===== src/sv/rsbb_pkg.sv =====
// rotated scaled bounding box: shared types, widths and the cordic arctangent table
// no dependencies; imported by every module of the block
`default_nettype none

package rsbb_pkg;

   localparam int ANGLE_BITS   = 16;
   localparam int TURN_BITS    = 24;
   localparam int CORDIC_STEPS = 24;
   localparam int TRIG_FRAC    = 15;
   localparam int SCALE_FRAC   = 8;
   localparam int VEC_FRAC     = 30;
   localparam int EDGE_SHIFT   = SCALE_FRAC + 1 + TRIG_FRAC;

   // cordic vector (q2.30 plus headroom) and angle widths
   localparam int VEC_W = 33;
   localparam int Z_W   = TURN_BITS + 2;
   // |cos| and |sin| in q15, up to and slightly above one
   localparam int MAG_W = TRIG_FRAC + 2;
   // size times scale
   localparam int EXT_W = 31 + 16;

   localparam logic signed [VEC_W-1:0] CORDIC_X0 = 33'sd652032874;

   localparam logic [21:0] ATAN_TABLE [CORDIC_STEPS] = '{
      22'd2097152, 22'd1238021, 22'd654136, 22'd332050, 22'd166669, 22'd83416,
      22'd41718,   22'd20860,   22'd10430,  22'd5215,   22'd2608,   22'd1304,
      22'd652,     22'd326,     22'd163,    22'd81,     22'd41,     22'd20,
      22'd10,      22'd5,       22'd3,      22'd1,      22'd1,      22'd0
   };

   typedef struct packed {
      logic signed [31:0]     rect_x;
      logic signed [31:0]     rect_y;
      logic [30:0]            rect_width;
      logic [30:0]            rect_height;
      logic [ANGLE_BITS-1:0]  angle;
      logic [15:0]            scale;
   } rsbb_req_type;

   typedef struct packed {
      logic signed [31:0]  box_x;
      logic signed [31:0]  box_y;
      logic [30:0]         box_width;
      logic [30:0]         box_height;
   } rsbb_rsp_type;

   typedef struct packed {
      logic signed [VEC_W-1:0]  x;
      logic signed [VEC_W-1:0]  y;
      logic signed [Z_W-1:0]    z;
   } rsbb_rot_type;

   // geometry that rides alongside the rotation
   typedef struct packed {
      logic signed [31:0]  pos_x;
      logic signed [31:0]  pos_y;
      logic [30:0]         size_x;
      logic [30:0]         size_y;
      logic [EXT_W-1:0]    ext_x;
      logic [EXT_W-1:0]    ext_y;
   } rsbb_carry_type;

endpackage

`default_nettype wire


===== src/sv/rsbb_cordic_cell.sv =====
// one rotation-mode cordic cell: a single micro-rotation plus the geometry it carries
// depends on rsbb_pkg
`default_nettype none

module rsbb_cordic_cell #(
   parameter int STEP = 0
) (
   input  logic                     clock,
   input  logic                     reset,
   input  logic                     en,
   input  logic                     in_valid,
   input  rsbb_pkg::rsbb_rot_type   in_rot,
   input  rsbb_pkg::rsbb_carry_type in_carry,
   output logic                     out_valid,
   output rsbb_pkg::rsbb_rot_type   out_rot,
   output rsbb_pkg::rsbb_carry_type out_carry
);
   import rsbb_pkg::*;

   localparam logic signed [Z_W-1:0] ATAN_STEP = Z_W'(ATAN_TABLE[STEP]);

   logic signed [VEC_W-1:0] x_cur, y_cur, xs, ys;
   logic signed [Z_W-1:0]   z_cur;
   rsbb_rot_type            rot_in, rot_ff;
   rsbb_carry_type          carry_ff;
   logic                    valid_ff;

   always_comb begin
      x_cur = in_rot.x;
      y_cur = in_rot.y;
      z_cur = in_rot.z;
      xs    = y_cur >>> STEP;
      ys    = x_cur >>> STEP;
      if (!z_cur[Z_W-1]) begin
         rot_in.x = x_cur - xs;
         rot_in.y = y_cur + ys;
         rot_in.z = z_cur - ATAN_STEP;
      end else begin
         rot_in.x = x_cur + xs;
         rot_in.y = y_cur - ys;
         rot_in.z = z_cur + ATAN_STEP;
      end
   end

   always_ff @(posedge clock) begin
      if (reset) begin
         valid_ff <= 1'b0;
      end else if (en) begin
         valid_ff <= in_valid;
      end
   end

   always_ff @(posedge clock) begin
      if (en) begin
         rot_ff   <= rot_in;
         carry_ff <= in_carry;
      end
   end

   assign out_valid = valid_ff;
   assign out_rot   = rot_ff;
   assign out_carry = carry_ff;

endmodule

`default_nettype wire


===== config.mk =====
export PLATFORM = sky130hd
export DESIGN_NAME = rsbb_cordic_cell
export DESIGN_NICKNAME = d
export VERILOG_FILES = /design/src/sv/rsbb_pkg.sv /design/src/sv/rsbb_cordic_cell.sv
export SDC_FILE = /design/constraint.sdc
export NUM_CORES = 1
export LEC_CHECK = 0
export BUFFER_PORTS_ARGS = -buffer_cell sky130_fd_sc_hd__buf_4
export CAP_MARGIN = 20
export CORE_AREA = 3 3 240 242
export CTS_CLUSTER_SIZE = 40
export DETAILED_ROUTE_END_ITERATION = 12
export DIE_AREA = 0 0 243 245
export GPL_TIMING_DRIVEN = 1
export PLACE_DENSITY_LB_ADDON = 0.12
export SYNTH_ARGS = -nofsm -noshare
export SYNTH_HDL_FRONTEND = slang
export SYNTH_SLANG_ARGS = --single-unit

===== constraint.sdc =====
create_clock -name clock -period 3.42 [get_ports clock]
set_clock_uncertainty 0.15 [all_clocks]
set_input_delay 0 -clock clock [delete_from_list [all_inputs] [get_ports clock]]
set_output_delay 0 -clock clock [all_outputs]
set_load 0.02 [all_outputs]

==> qor.csv <==
metric;value;unit
outcome;finished, final reports clean;
cp_max_fo;5;
root_buffer;clkbuf_16;
max-slew-margin-rel;28.0;%
antenna_found_initial;7;
portBuffers;628;
gp_congestion;0.921;
grt_util_met2;40.7;%
final.min_clock_period;3300;ps
ff2ff_path_depth;3;
syn_avg_cell_area;12.9;sq um
multiInputGateArea;5120;sq um
drc;0;
rsz0062_at_grt;true;
arrival;3460;ps
worstPathCellList;dlygate4sd3_1 -> buf_4 -> ha_1 -> fa_1 -> inv_1 -> a21oi_1 -> o2111ai_2 -> a31oi_2 -> o311ai_0 -> buf_4 -> nand2_1 -> nor2_1 -> nor4_1 -> a21oi_1 -> xnor2_1;
yosysWarnings;0;
track_usage;22.7;%
clk_pin_slew;60;ps
seqCellArea;9360;sq um
max_freq;0.303;GHz
synth_edf_count;311;
p_per_area;470;nW/um^2
hold_path.class;input port to register;
synth.net_count;1586;
dpl.hpwl;53500;microns
drtAntennaViolNets;0;
design.core.area;55300;sq um
fillers;5139;
cts_buffers;40;
wire_per_inst;23.5;microns
maxCapViolCount;0;
crit_path_start;in_rot[59];
synth_cells;1167;
setup.worst_path.class;input port to register;
critPathLaunchType;input port;
reg2reg_to;out_valid$_SDFFE_PP0P_;
overflow;0;
rows;86;
via_per_inst;4.62;
path_delay_family;compound AO/OA/AOI/OAI gates;
post_route_cells_drive_above_1_share;34.1;%
htreeDepth;2;
period_share;96.5;%
grt_max_degree;97;
hold_viol_final;0;
cp.required;3580;ps
ir_drop;0.321;mV
ioPinCount;629;
cts.sinks;312;
die_w;243;microns
crit_end;out_rot[56]$_DFFE_PP_;
yosysSeqAreaShare;62.1;%
syn-cell-area;15100;sq um
cp_num_buf_inv;4;
synth.distinct_cells;83;
synth.ff_latch_count;312;
num_vias;13800;
max_stage_delay;620;ps
grt_first_pass_wirelength;100000;microns
final_util;46.6;%
setup_viol;0;
synth-main-ff-cell;edfxtp_1;
dieHeight;245;microns
met1_usage;27.5;%
grtUsageMet3;4.26;%
final_max_slew_viol_count;0;
dieArea;59500;sq um
cts_tree;built;
ff2ff_setup_slack;2120;ps
critPathSlowestCell;o311ai_0;
globalRoute.busiestLayer;met2;
wl;70000;microns
nNetsFinal;2618;
insertion_delay;540;ps
grt_pass1_vias;14100;
initial_utilization;27.2;%
syn_to_final_growth;71.0;%
worstMarginPinSlew;1080;ps
async_flop_share;0;%
r2r-start;out_valid$_SDFFE_PP0P_;
worst_setup_path_end_kind;register;
drt_iter0_drc;930;
holdWs;16.3;ps
worst-path-stages;15;
drtPass1Iterations;5;
clockBufferDepth;3;
p_leak;11.1;nW
-- what timing repair did --
action                                  in CTS  in global routing
endpoints found under the setup margin       0                  6
gates resized for setup                      0                  3
buffers inserted                             0                  1
hold buffers                               362                  1
endpoints found under the hold margin      339                  1
-- cell families after synthesis --
| family | synth area share, % |
|---|---|
| XOR/XNOR | 3.78 |
| AO/OA/AOI/OAI | 13.1 |
| flip-flops | 62.1 |
| AND/OR/NAND/NOR | 7.07 |
| multiplexers | 1.13 |
| adder cells (fa/ha/maj) | 8.75 |
| buffers and inverters | 4.01 |
-- cell type report --
type                       instances  area share, %
clock inverter                    20          0.874
inverter                         107           1.56
clock buffer                      46           3.97
tap                              748           3.63
multi-input combinational        708           19.9
sequential                       312           36.3
antenna                            7         0.0680
timing repair buffer            1030           33.7
-- power breakdown --
group          internal (mW)  switching, mW
sequential              4.67          0.125
clock                   2.44           1.69
combinational           1.41           1.77
-- sequential cells by signal (all words and copies together) (netlist names) --
signal and flops:
out_carry 220, out_rot 91, out_valid 1
-- per-stage QoR --
stage	setup TNS, ps	setup WS [ps]	instances	cell area, sq um	power, mW
floorplan	0	825	1167	15100	6.18
global placement	0	156	2541	20800	7.67
detailed placement	0	46.2	2541	20800	7.66
CTS	0	139	2969	25700	12.2
global route	-87.6	-87.6	2977	25800	12.6
finish	0	120	2978	25800	12.1
-- synthesized netlist by cell type (5+ instances only) --
cell type	count	area share, %
nand2b_1	6	0.25
a211oi_1	6	0.30
o21ai_0	62	2.1
and3_1	9	0.37
inv_1	98	2.4
clkinv_1	5	0.12
and2_1	7	0.29
xor2_1	6	0.35
ha_1	99	8.2
buf_1	8	0.20
a21oi_1	92	3.1
nor3_1	11	0.37
edfxtp_1	311	62
or3_1	5	0.21
nand4_1	9	0.37
buf_2	6	0.20
buf_4	6	0.30
o211ai_1	8	0.40
a21o_1	21	1.0
nor2b_1	11	0.46
a21boi_0	5	0.25
o31ai_1	11	0.55
mux2i_1	17	1.1
clkbuf_1	17	0.42
xnor2_1	59	3.4
nor2_1	91	2.3
a31oi_1	12	0.50
o21ai_1	7	0.23
nand3_1	14	0.47
nand2_1	44	1.1
o21bai_1	17	0.85
-- routing by layer --
metal | vias to the layer above | part of all wire [%]
met2 | 576 | 51
met3 | 105 | 5.6
met1 | 6749 | 40
met4 | 2 | 3.2
met5 | - | 0.021
li1 | 6340 | -
-- placed cells by master (no fill, tap or decap), types with 14 or more instances in the layout --
cell           Yosys  layout
a21oi_1           92      92
edfxtp_1         311     311
mux2i_1           17      17
xnor2_1           59      59
inv_1             98      98
ha_1              99      99
o21bai_1          17      17
nor2_1            91      91
nand2_1           44      44
dlygate4sd3_1      0     363
clkbuf_16          0      40
a21o_1            21      21
o21ai_0           62      62
buf_4              6     663
nand3_1           14      14
-- how the worst min path moves through the flow --
stage | cells past startpoint | from | to | slack (ps)
after detailed placement | 2 | reset | out_valid$_SDFFE_PP0P_ | 20
final | 2 | in_carry[79] | out_carry[79]$_DFFE_PP_ | 20
after global placement | 2 | reset | out_valid$_SDFFE_PP0P_ | 9
after floorplan | 1 | reset | out_valid$_SDFFE_PP0P_ | -80
after global routing | 2 | in_carry[79] | out_carry[79]$_DFFE_PP_ | 2
after CTS | 2 | in_carry[110] | out_carry[110]$_DFFE_PP_ | 0.07
(Power assumes the default switching activity.)
